[config.mk]
export PLATFORM = sky130hd
export DESIGN_NAME = cooling_pump_controller
export DESIGN_NICKNAME = d
export VERILOG_FILES = /design/src/design/cpc_pkg.sv /design/src/design/cpc_regs.sv /design/src/design/cpc_core.sv /design/src/design/cooling_pump_controller.sv
export SDC_FILE = /design/constraint.sdc
export NUM_CORES = 1
export LEC_CHECK = 0
export ABC_AREA = 1
export ABC_CLOCK_PERIOD_IN_PS = 4900
export BUFFER_PORTS_ARGS = -buffer_cell sky130_fd_sc_hd__buf_2
export CORE_ASPECT_RATIO = 0.75
export CORE_MARGIN = 1
export CORE_UTILIZATION = 25
export DETAILED_ROUTE_END_ITERATION = 6
export PLACE_DENSITY = 0.46
export SYNTH_ARGS = -nofsm -noshare
export SYNTH_HDL_FRONTEND = slang
export SYNTH_SLANG_ARGS = --single-unit
[constraint.sdc]
create_clock -name i_clk -period 4.9 [get_ports i_clk]
set_input_delay 0.245 -clock i_clk [delete_from_list [all_inputs] [get_ports i_clk]]
set_output_delay 0.245 -clock i_clk [all_outputs]
set_load 0.02 [all_outputs]
[src/design/cpc_pkg.sv]
// ----------------------------------------------------------------------------
// cpc_pkg
// Shared types and constants of the cooling pump controller.
// ----------------------------------------------------------------------------
package cpc_pkg;

    // Pump mode codes
    localparam logic [1:0] MODE_FORCED_ON  = 2'd0;
    localparam logic [1:0] MODE_FORCED_OFF = 2'd1;
    localparam logic [1:0] MODE_AUTO       = 2'd2;

    // Register indexes (byte address is 4 * index)
    localparam logic [2:0] REG_PUMP_MODE    = 3'd0;
    localparam logic [2:0] REG_OFF_TEMP     = 3'd1;
    localparam logic [2:0] REG_ON_TEMP      = 3'd2;
    localparam logic [2:0] REG_OVER_TEMP    = 3'd3;
    localparam logic [2:0] REG_MIN_IN_FLOW  = 3'd4;
    localparam logic [2:0] REG_CHECK_PERIOD = 3'd5;

    // Register reset values
    localparam logic [1:0]        RST_PUMP_MODE    = MODE_AUTO;
    localparam logic [7:0]        RST_OFF_TEMP     = 8'd0;
    localparam logic [7:0]        RST_ON_TEMP      = 8'd0;
    localparam logic signed [15:0] RST_OVER_TEMP   = 16'sh7FFF;
    localparam logic signed [15:0] RST_MIN_IN_FLOW = 16'sh0000;
    localparam logic [7:0]        RST_CHECK_PERIOD = 8'd100;

    localparam int APB_ADDR_W = 5;
    localparam int APB_DATA_W = 32;

    // Input word: one control tick
    typedef struct packed {
        logic               message_valid;
        logic signed [15:0] temp_a;
        logic signed [15:0] temp_b;
        logic signed [15:0] inlet_flow;
        logic signed [15:0] outlet_flow;
    } t_in_word;

    // Output word: result of one tick
    typedef struct packed {
        logic               pump_drive;
        logic signed [15:0] process_temp;
        logic               timeout_alarm;
        logic               dry_alarm;
        logic               leak_alarm;
        logic               overheat_alarm;
    } t_out_word;

    // Configuration seen by the control core
    typedef struct packed {
        logic [1:0]         pump_mode;
        logic [7:0]         off_temp;
        logic [7:0]         on_temp;
        logic signed [15:0] over_temp;
        logic signed [15:0] min_inlet_flow;
        logic [7:0]         flow_check_period;
    } t_cfg;

endpackage

[src/design/cpc_regs.sv]
// ----------------------------------------------------------------------------
// cpc_regs
// APB-style configuration register file; writes complete in the access phase.
// ----------------------------------------------------------------------------
module cpc_regs
    import cpc_pkg::*;
(
    input  logic                  i_clk,
    input  logic                  i_rst_n,
    input  logic                  psel,
    input  logic                  penable,
    input  logic                  pwrite,
    input  logic [APB_ADDR_W-1:0] paddr,
    input  logic [APB_DATA_W-1:0] pwdata,
    output logic [APB_DATA_W-1:0] prdata,
    output logic                  pready,
    output t_cfg                  o_cfg
);

    t_cfg       r_cfg;
    logic       wr_en;
    logic [2:0] reg_idx;

    assign pready  = 1'b1;
    assign wr_en   = psel && penable && pwrite;
    assign reg_idx = paddr[4:2];

    // Register writes; unmapped indexes are ignored
    always_ff @(posedge i_clk) begin
        if (!i_rst_n) begin
            r_cfg.pump_mode         <= RST_PUMP_MODE;
            r_cfg.off_temp          <= RST_OFF_TEMP;
            r_cfg.on_temp           <= RST_ON_TEMP;
            r_cfg.over_temp         <= RST_OVER_TEMP;
            r_cfg.min_inlet_flow    <= RST_MIN_IN_FLOW;
            r_cfg.flow_check_period <= RST_CHECK_PERIOD;
        end else if (wr_en) begin
            unique case (reg_idx)
                REG_PUMP_MODE:    r_cfg.pump_mode         <= pwdata[1:0];
                REG_OFF_TEMP:     r_cfg.off_temp          <= pwdata[7:0];
                REG_ON_TEMP:      r_cfg.on_temp           <= pwdata[7:0];
                REG_OVER_TEMP:    r_cfg.over_temp         <= $signed(pwdata[15:0]);
                REG_MIN_IN_FLOW:  r_cfg.min_inlet_flow    <= $signed(pwdata[15:0]);
                REG_CHECK_PERIOD: r_cfg.flow_check_period <= pwdata[7:0];
                default: ;
            endcase
        end
    end

    // Read mux, zero extended
    always_comb begin
        unique case (reg_idx)
            REG_PUMP_MODE:    prdata = {30'd0, r_cfg.pump_mode};
            REG_OFF_TEMP:     prdata = {24'd0, r_cfg.off_temp};
            REG_ON_TEMP:      prdata = {24'd0, r_cfg.on_temp};
            REG_OVER_TEMP:    prdata = {16'd0, r_cfg.over_temp};
            REG_MIN_IN_FLOW:  prdata = {16'd0, r_cfg.min_inlet_flow};
            REG_CHECK_PERIOD: prdata = {24'd0, r_cfg.flow_check_period};
            default:          prdata = '0;
        endcase
    end

    assign o_cfg = r_cfg;

endmodule

[src/design/cpc_core.sv]
// ----------------------------------------------------------------------------
// cpc_core
// Tick pipeline: input register, control logic with state, result register.
// ----------------------------------------------------------------------------
module cpc_core
    import cpc_pkg::*;
(
    input  logic      i_clk,
    input  logic      i_rst_n,
    input  t_cfg      i_cfg,
    input  logic      i_in_valid,
    output logic      o_in_stall,
    input  t_in_word  i_in_word,
    output logic      o_out_valid,
    input  logic      i_out_stall,
    output t_out_word o_out_word
);

    // Pipeline registers
    logic      r_s1_valid;
    t_in_word  r_s1_word;
    logic      r_out_valid;
    t_out_word r_out_word;

    // Controller state
    logic               r_pump_on, n_pump_on;
    logic               r_stop_latch, n_stop_latch;
    logic               r_leak_latch, n_leak_latch;
    logic [7:0]         r_tick_count, n_tick_count;
    logic signed [15:0] r_held_t1, n_held_t1;
    logic signed [15:0] r_held_t2, n_held_t2;
    logic signed [15:0] r_held_fin, n_held_fin;
    logic signed [15:0] r_held_fout, n_held_fout;

    logic               s1_adv;
    logic               do_tick;
    logic               check_now;
    logic signed [15:0] proc_temp;
    logic signed [15:0] stop_s;
    logic signed [15:0] start_s;
    t_out_word          n_out_word;

    // Handshake: stage 1 moves on when the result register is free or drains
    assign s1_adv     = !r_out_valid || !i_out_stall;
    assign do_tick    = r_s1_valid && s1_adv;
    assign o_in_stall = r_s1_valid && !s1_adv;

    always_ff @(posedge i_clk) begin
        if (!i_rst_n) begin
            r_s1_valid <= 1'b0;
        end else if (!o_in_stall) begin
            r_s1_valid <= i_in_valid;
        end
    end

    always_ff @(posedge i_clk) begin
        if (!o_in_stall && i_in_valid) begin
            r_s1_word <= i_in_word;
        end
    end

    // Tick logic
    always_comb begin
        n_held_t1   = r_s1_word.message_valid ? r_s1_word.temp_a      : r_held_t1;
        n_held_t2   = r_s1_word.message_valid ? r_s1_word.temp_b      : r_held_t2;
        n_held_fin  = r_s1_word.message_valid ? r_s1_word.inlet_flow  : r_held_fin;
        n_held_fout = r_s1_word.message_valid ? r_s1_word.outlet_flow : r_held_fout;

        proc_temp = (n_held_t1 > n_held_t2) ? n_held_t1 : n_held_t2;
        stop_s    = $signed({8'd0, i_cfg.off_temp});
        start_s   = $signed({8'd0, i_cfg.on_temp});

        // Periodic flow check, sees the pump state from before the tick
        check_now    = (r_tick_count >= i_cfg.flow_check_period);
        n_stop_latch = r_stop_latch;
        n_leak_latch = r_leak_latch;
        if (check_now) begin
            priority if (n_held_fin < i_cfg.min_inlet_flow) begin
                if (r_pump_on) n_stop_latch = 1'b1;
            end else if ((n_held_fin < 0 && n_held_fout > 0) ||
                         (n_held_fin > 0 && n_held_fout < 0)) begin
                n_leak_latch = 1'b1;
            end else begin
                n_stop_latch = 1'b0;
                n_leak_latch = 1'b0;
            end
        end
        n_tick_count = (check_now ? 8'd0 : r_tick_count) + 8'd1;

        // Pump decision; an unused mode code holds the pump
        n_pump_on = r_pump_on;
        priority if (i_cfg.pump_mode == MODE_FORCED_ON) begin
            n_pump_on = 1'b1;
        end else if (i_cfg.pump_mode == MODE_FORCED_OFF) begin
            n_pump_on = 1'b0;
        end else if (i_cfg.pump_mode == MODE_AUTO) begin
            priority if (n_stop_latch || n_leak_latch) begin
                n_pump_on = 1'b0;
            end else if (r_pump_on && proc_temp <= stop_s) begin
                n_pump_on = 1'b0;
            end else if (!r_pump_on && proc_temp >= start_s) begin
                n_pump_on = 1'b1;
            end else begin
                // inside the band the pump keeps its state
                n_pump_on = r_pump_on;
            end
        end else begin
            n_pump_on = r_pump_on;
        end

        n_out_word.pump_drive     = n_pump_on;
        n_out_word.process_temp   = proc_temp;
        n_out_word.timeout_alarm  = !r_s1_word.message_valid;
        n_out_word.dry_alarm      = n_stop_latch;
        n_out_word.leak_alarm     = n_leak_latch;
        n_out_word.overheat_alarm = (proc_temp >= i_cfg.over_temp);
    end

    // State update, one tick per accepted word
    always_ff @(posedge i_clk) begin
        if (!i_rst_n) begin
            r_pump_on    <= 1'b0;
            r_stop_latch <= 1'b0;
            r_leak_latch <= 1'b0;
            r_tick_count <= 8'd0;
            r_held_t1    <= '0;
            r_held_t2    <= '0;
            r_held_fin   <= '0;
            r_held_fout  <= '0;
        end else if (do_tick) begin
            r_pump_on    <= n_pump_on;
            r_stop_latch <= n_stop_latch;
            r_leak_latch <= n_leak_latch;
            r_tick_count <= n_tick_count;
            r_held_t1    <= n_held_t1;
            r_held_t2    <= n_held_t2;
            r_held_fin   <= n_held_fin;
            r_held_fout  <= n_held_fout;
        end
    end

    // Result register
    always_ff @(posedge i_clk) begin
        if (!i_rst_n) begin
            r_out_valid <= 1'b0;
        end else if (s1_adv) begin
            r_out_valid <= r_s1_valid;
        end
    end

    always_ff @(posedge i_clk) begin
        if (do_tick) begin
            r_out_word <= n_out_word;
        end
    end

    assign o_out_valid = r_out_valid;
    assign o_out_word  = r_out_word;

    // Assertions
    a_forced_on: assert property (@(posedge i_clk) disable iff (!i_rst_n)
        do_tick && i_cfg.pump_mode == MODE_FORCED_ON |=> r_pump_on)
        else $error("forced-on mode left pump off");

    a_forced_off: assert property (@(posedge i_clk) disable iff (!i_rst_n)
        do_tick && i_cfg.pump_mode == MODE_FORCED_OFF |=> !r_pump_on)
        else $error("forced-off mode left pump running");

    a_drive_state: assert property (@(posedge i_clk) disable iff (!i_rst_n)
        do_tick |=> r_out_word.pump_drive == r_pump_on)
        else $error("reported pump drive differs from pump state");

    a_latch_stops: assert property (@(posedge i_clk) disable iff (!i_rst_n)
        do_tick && i_cfg.pump_mode == MODE_AUTO && (n_stop_latch || n_leak_latch)
        |=> !r_pump_on)
        else $error("pump running with a latch set in auto mode");

    a_hold_tick: assert property (@(posedge i_clk) disable iff (!i_rst_n)
        r_s1_valid && !s1_adv |=> r_s1_valid && $stable(r_tick_count))
        else $error("stalled tick lost or state advanced");

endmodule

[src/design/cooling_pump_controller.sv]
// ----------------------------------------------------------------------------
// cooling_pump_controller
// Hysteresis cooling pump controller, one control tick per input word.
// ----------------------------------------------------------------------------
// Usage:
//   Input channel (i_in_valid / o_in_stall / i_in_word) carries one control
//   tick: message flag, two motor temperatures, inlet and outlet flow.
//   Output channel (o_out_valid / i_out_stall / o_out_word) returns one word
//   per tick: pump drive, process temperature and the four alarms.
//   Configuration goes through the APB-style port, register i at byte
//   address 4*i; pready is always high, writes take setup plus access.
//   A word accepted into the input register passes the tick logic into the
//   result register, which drives the output. Throughput: one word per cycle
//   while the receiver does not stall; the tick logic sets that figure.
//   When the receiver stalls, the result register holds its word and the
//   input register takes at most one more word; after that o_in_stall rises.
//   Reset (synchronous, active low) empties the pipeline, turns the pump off,
//   clears the latches, tick counter and held readings, and loads the
//   register defaults (automatic mode, period 100).
// ----------------------------------------------------------------------------
module cooling_pump_controller
    import cpc_pkg::*;
(
    input  logic                  i_clk,
    input  logic                  i_rst_n,
    input  logic                  i_in_valid,
    output logic                  o_in_stall,
    input  t_in_word              i_in_word,
    output logic                  o_out_valid,
    input  logic                  i_out_stall,
    output t_out_word             o_out_word,
    input  logic                  psel,
    input  logic                  penable,
    input  logic                  pwrite,
    input  logic [APB_ADDR_W-1:0] paddr,
    input  logic [APB_DATA_W-1:0] pwdata,
    output logic [APB_DATA_W-1:0] prdata,
    output logic                  pready
);

    t_cfg cfg;

    // Configuration registers
    cpc_regs u_regs (
        .i_clk   (i_clk),
        .i_rst_n (i_rst_n),
        .psel    (psel),
        .penable (penable),
        .pwrite  (pwrite),
        .paddr   (paddr),
        .pwdata  (pwdata),
        .prdata  (prdata),
        .pready  (pready),
        .o_cfg   (cfg)
    );

    // Tick pipeline
    cpc_core u_core (
        .i_clk       (i_clk),
        .i_rst_n     (i_rst_n),
        .i_cfg       (cfg),
        .i_in_valid  (i_in_valid),
        .o_in_stall  (o_in_stall),
        .i_in_word   (i_in_word),
        .o_out_valid (o_out_valid),
        .i_out_stall (i_out_stall),
        .o_out_word  (o_out_word)
    );

endmodule

== After elaboration in Yosys (flattened, before gate mapping) ==
Cells that the tools add are included.
Cells by class
  add/subtract/negate cells: 1
  $lt $le $gt $ge: 10
  equal/unequal tests: 7
  mux-type cells: 20
  reduce and logical (&&, ||, !) cells: 26
Operators with widths (count)
  $pmux W16 S6: 1
  $mux W16: 5
  $gt A16 B1 Y1 const B: 2
  $lt A16 B1 Y1 const B: 2
  $ge A16 B16 Y1: 1
  $ge A16 B9 Y1: 1
  $gt A16 B16 Y1: 1
  $le A16 B9 Y1: 1
  $lt A16 B16 Y1: 1
  $mux W1: 13
  $reduce_and A2 Y1: 6
  $logic_and A1 B1 Y1: 9
  $add A8 B1 Y8 const B: 1
  $ge A8 B8 Y1: 1
  $mux W8: 1
  $eq A3 B2 Y1 const B: 2
  $eq A3 B3 Y1 const B: 2
  $logic_not A1 Y1: 6
  $eq A3 B1 Y1 const B: 1
  $logic_not A3 Y1: 1
  $logic_or A1 B1 Y1: 3
  $eq A2 B1 Y1 const B: 1
  $eq A2 B2 Y1 const B: 1
  $logic_not A2 Y1: 1
Storage, ports and cells
  bits in registers: 221
  bits of input ports: 109
  output and inout bits: 56
  logic and storage cells: 91

== Longest topological paths before layout ==
  word-level depth: 12
  depth in mapped cells: 42
  depth with buffers taken out: 38

== Hierarchy ==
From an unflattened synthesis, not the netlist that was laid out.
Second synthesis, totals
  cells, all modules: 1408
  area, all modules: 11482.3 um2
By module, submodules not included
  cpc_core: instances 1, cells each 937, area each 8373.0 um2, sequential area each 4124.0 um2
  cpc_regs: instances 1, cells each 471, area each 3109.2 um2, sequential area each 1161.1 um2

== Worst setup path before layout ==
No wires, ideal clock.
  path kind: flip-flop to flip-flop
  start point: register u_core.r_s1_word[64] (netlist bit)
  end point: register u_core.r_out_word, in the netlist u_core.o_out_word[20] (data pin)
  setup time: 250 ps
  data arrival time: 4443 ps
  required time: 4650 ps
  setup slack: 207 ps
  cell stages (with the launch flop): 40
  path buffers: 7
  clock period less this slack: 4693 ps
  cell sequence: edfxtp_1 buf_6 buf_4 buf_2 buf_2 buf_2 mux2i_1 ha_1 nand2_1 inv_1 nand2_1 nand2_1 nand2_1 nand2_1 nand2_1 nand3_1 nand3_1 buf_4 (+4 left out) o21ai_0 nand2_1 nand2_1 nand2_1 nand2_1 nand2_1 nand2_1 nand2_1 nand2_1 nand2_1 nand2_1 nand3_1 nand2_1 nand3_1 nand3_1 nand2_1 nand2_2 inv_1
RTL lines
  from (decl): RTL line cpc_core.sv:21  | t_in_word r_s1_word;
  from (signal assigned): RTL line cpc_core.sv:58  | r_s1_word <= i_in_word;
  to (signal assigned): RTL line cpc_core.sv:153  | r_out_word <= n_out_word;
  to (decl): RTL line cpc_core.sv:23  | t_out_word r_out_word;

==> results.toml <==
[logic_synthesis]
synth.most_common_cell = "nand2_1"
synthArstFlopShare_pct = 0
ys_warn_count = 0
netlist_area_mm2 = 0.0107
synth_compound_area_share_pct = 17.8
synth_top_area_cell = "dfxtp_1"
synth_top_family_by_area = "compound AO/OA/AOI/OAI gates"
synth_seq_cells = 221
synth_flop_cell = "dfxtp_1"
synth_adder_area_share_pct = 8.45
synth_top_area_share_pct = 25.4
ys_types = 42
synth_mux_area_share_pct = 1.41
yosysSeqAreaShare_pct = 49.6
synthCells = 1215
yosys.area_share.simple_pct = 13.7
synth_area_per_cell_um2 = 8.77
synth_edf_count = 86
netlist_top_cells_count = "181 x nand2_1, 152 x inv_1, 138 x o21ai_0"
ys_top_cells_by_area = "dfxtp_1 25%, edfxtp_1 24%, ha_1 8.5%, o21ai_0 6.5%, nand2_1 6.4%"
synth-xor-area-share_pct = 0

[global_route]
grt_start_max_net_pins = 84
grt_use_total_pct = 14.4
grt_pass1_vias = 8406
overflow = 0
antenna_found_initial = 0
grt_pass1_wl_mm = 48.5

[power]
p_per_area_mw_per_mm2 = 355
clkPwrFrac_pct = 39.0
comb_power_share_pct = 17.7
switchingPower_w = 0.00137
ir_worst_vdd_v = 0.000231
switching_share_pct = 28.7
leakage_nw = 5.77
p_seq_share_pct = 43.3
power_w = 0.00479
p_int_w = 0.00341

[routing]
vias = 8912
viasPerCell = 4.44
dr.first_iter.drc_count = 565
wl_mm = 31.4
firstDrtPassIters = 5
wire_per_inst_um = 15.7
ant_nets = 0
drcViolationCount = 0

[critical_path]
path_max_fanout = 41
r2r-start = "u_core.r_s1_word[64]$_DFFE_PP_"
worstSetupEndpointType = "flop"
startpoint_type = "flop"
cp_common_cell = "nand2_1"
reg2reg_slack_ns = 0.51
crit_slowest_cell = "edfxtp_1"
crit_type = "flop to flop"
timing.rr.end = "u_core.o_out_word[20]$_DFFE_PP_"
slowest_delay_ns = 0.44
cp.required_ns = 5.20
crit_arrival_ns = 4.69
r2r_cells = 30

[clocking]
clock_path_buffers = 3
cts_tree = "done"
cts_buffers = 26
root_buffer = "clkbuf_16"
cts_setup_buffers = 0
htreeDepth = 1
cts.sinks = 221
path_clk_slew_ns = 0.06
clk_latency_ns = 0.54

[cells_and_area]
area_delta_synth_final_pct = 26.4
fin_nets = 1597
drive_above_1_share_pct = 15.2
finish.utilization_pct = 32.0
antenna_cells = 0

[floorplan]
die_x_um = 240
rows = 65
core_area_mm2 = 0.0420
start_util_pct = 25.3
die_height_um = 181
dieArea_mm2 = 0.0435
ios = 165

[run]
maxCapViolCount = 0

[placement]
dp_hpwl_mm = 22.9
port_buffers = 129
place.gp.congestion = 0.853
place_ws_ns = 0.390

[timing]
min_period_ns = 4.39
setup_viol = 0
finalHoldViolCount = 0
final.setup.worst_slack_ns = 0.508
rsz0062_at_grt = "false"
fin_crit_sh_pct = 89.6
relSlewSlack_pct = 41.3
fin_setup_tns_ns = 0
finalMaxSlewViolations = 0
worstMarginPinSlew_ns = 0.879
hold-worst-slack_ns = 0.0280
finalClockSkew_ns = 0.0138
fmax_mhz = 228

[worst_hold_path]
hold_class = "primary input to flop"
min_from = "pwdata[3]"
holdPathEnd = "u_regs.o_cfg[27]$_SDFFE_PN1P_"
min_path_cells = 3

[status]
status = "completed"
cell families (layout without fill, tap and decap cells):
family / count (synthesis) / in the layout
AOI/OAI and AO/OA: 338 / 338
adders and majority gates: 72 / 72
buffers and inverters: 225 / 431
DFF: 221 / 221
muxes: 15 / 15
other: 2 / 17
and+or+nand+nor: 342 / 342
stage by stage:
stage | cell area, um^2 | instances
floorplan | 10700 | 1230
global placement | 11900 | 1883
detailed placement | 11900 | 1883
CTS | 13500 | 2005
global route | 13500 | 2005
finish | 13500 | 2005
state kept, by name (all words and copies together) (netlist names):
name	cells
u_core.r_held_fout	16
u_core.r_s1_word	65
u_core.r_held_t1	16
u_core.r_leak_latch	1
u_core.r_held_t2	16
u_core.o_out_valid	1
u_regs.o_cfg	58
u_core.r_s1_valid	1
u_core.r_held_fin	16
u_core.r_stop_latch	1
u_core.o_out_word	21
u_core.r_tick_count	8
u_core.r_pump_on	1
routing by layer:
metal	track usage [%]	share of wire [%]
met5	0	0
met4	2.37	1.4
met3	2.14	3.7
met2	22.3	44
met1	21.1	51
worst max-delay path by stage:
stage,cells after the start,slack [ns],end,startpoint
global route,35,0.01,u_core.o_out_word[20]$_DFFE_PP_,u_core.r_s1_word[64]$_DFFE_PP_
finish,30,0.51,u_core.o_out_word[20]$_DFFE_PP_,u_core.r_s1_word[64]$_DFFE_PP_
CTS,31,0.36,u_core.o_out_word[20]$_DFFE_PP_,u_core.r_s1_word[64]$_DFFE_PP_
detailed placement,31,0.39,u_core.o_out_word[20]$_DFFE_PP_,u_core.r_s1_word[64]$_DFFE_PP_
global placement,34,0.44,u_core.o_out_word[20]$_DFFE_PP_,u_core.r_s1_word[64]$_DFFE_PP_
floorplan,39,0.21,u_core.o_out_word[20]$_DFFE_PP_,u_core.r_s1_word[64]$_DFFE_PP_
power by group through the flow:
| stage | clock network (W) | registers [W] | logic (W) |
|---|---|---|---|
| final | 0.00187 | 0.00207 | 0.000847 |
| after detailed placement | 0 | 0.00211 | 0.000807 |
| after global placement | 0 | 0.00211 | 0.000792 |
| after global routing | 0.00200 | 0.00208 | 0.000970 |
| after CTS | 0.00193 | 0.00207 | 0.000857 |
| after floorplan | 0 | 0.00212 | 0.000521 |
timing repair:
item | 4_1_cts | 5_1_grt
endpoints found under the hold margin | 74 | 0
hold buffers | 74 | 0
gates resized for setup | 0 | 5
setup endpoints to repair | 0 | 2
cell usage in the layout, fill, tap and decap left out, types with 17 or more instances in the layout:
| master | instances |
|---|---|
| nand2_1 | 181 |
| inv_1 | 151 |
| dfxtp_1 | 135 |
| o21ai_0 | 134 |
| buf_2 | 129 |
| a21oi_1 | 107 |
| edfxtp_1 | 86 |
| dlygate4sd3_1 | 74 |
| ha_1 | 72 |
| nor2_1 | 68 |
| nand3_1 | 29 |
| clkbuf_16 | 27 |
| buf_4 | 24 |
| a211oi_1 | 21 |
| o211ai_1 | 19 |
| conb_1 | 17 |
layout make-up:
type | count | area [um^2]
Fill cell | 4419 | 28600
Sequential cell | 221 | 5290
Multi-Input combinational cell | 784 | 4490
Timing Repair Buffer | 228 | 1590
Tap cell | 569 | 712
Clock buffer | 32 | 694
Inverter | 155 | 582
Clock inverter | 16 | 119
worst max-delay path, delay by kind of cell (launching register included):
family	cells	cell delay (ns)
simple gates	21	1.71
compound gates	3	0.90
fa+ha+maj	2	0.60
buf+inv	4	0.50
flops	1	0.44
Power figures use the tool's default switching activity.
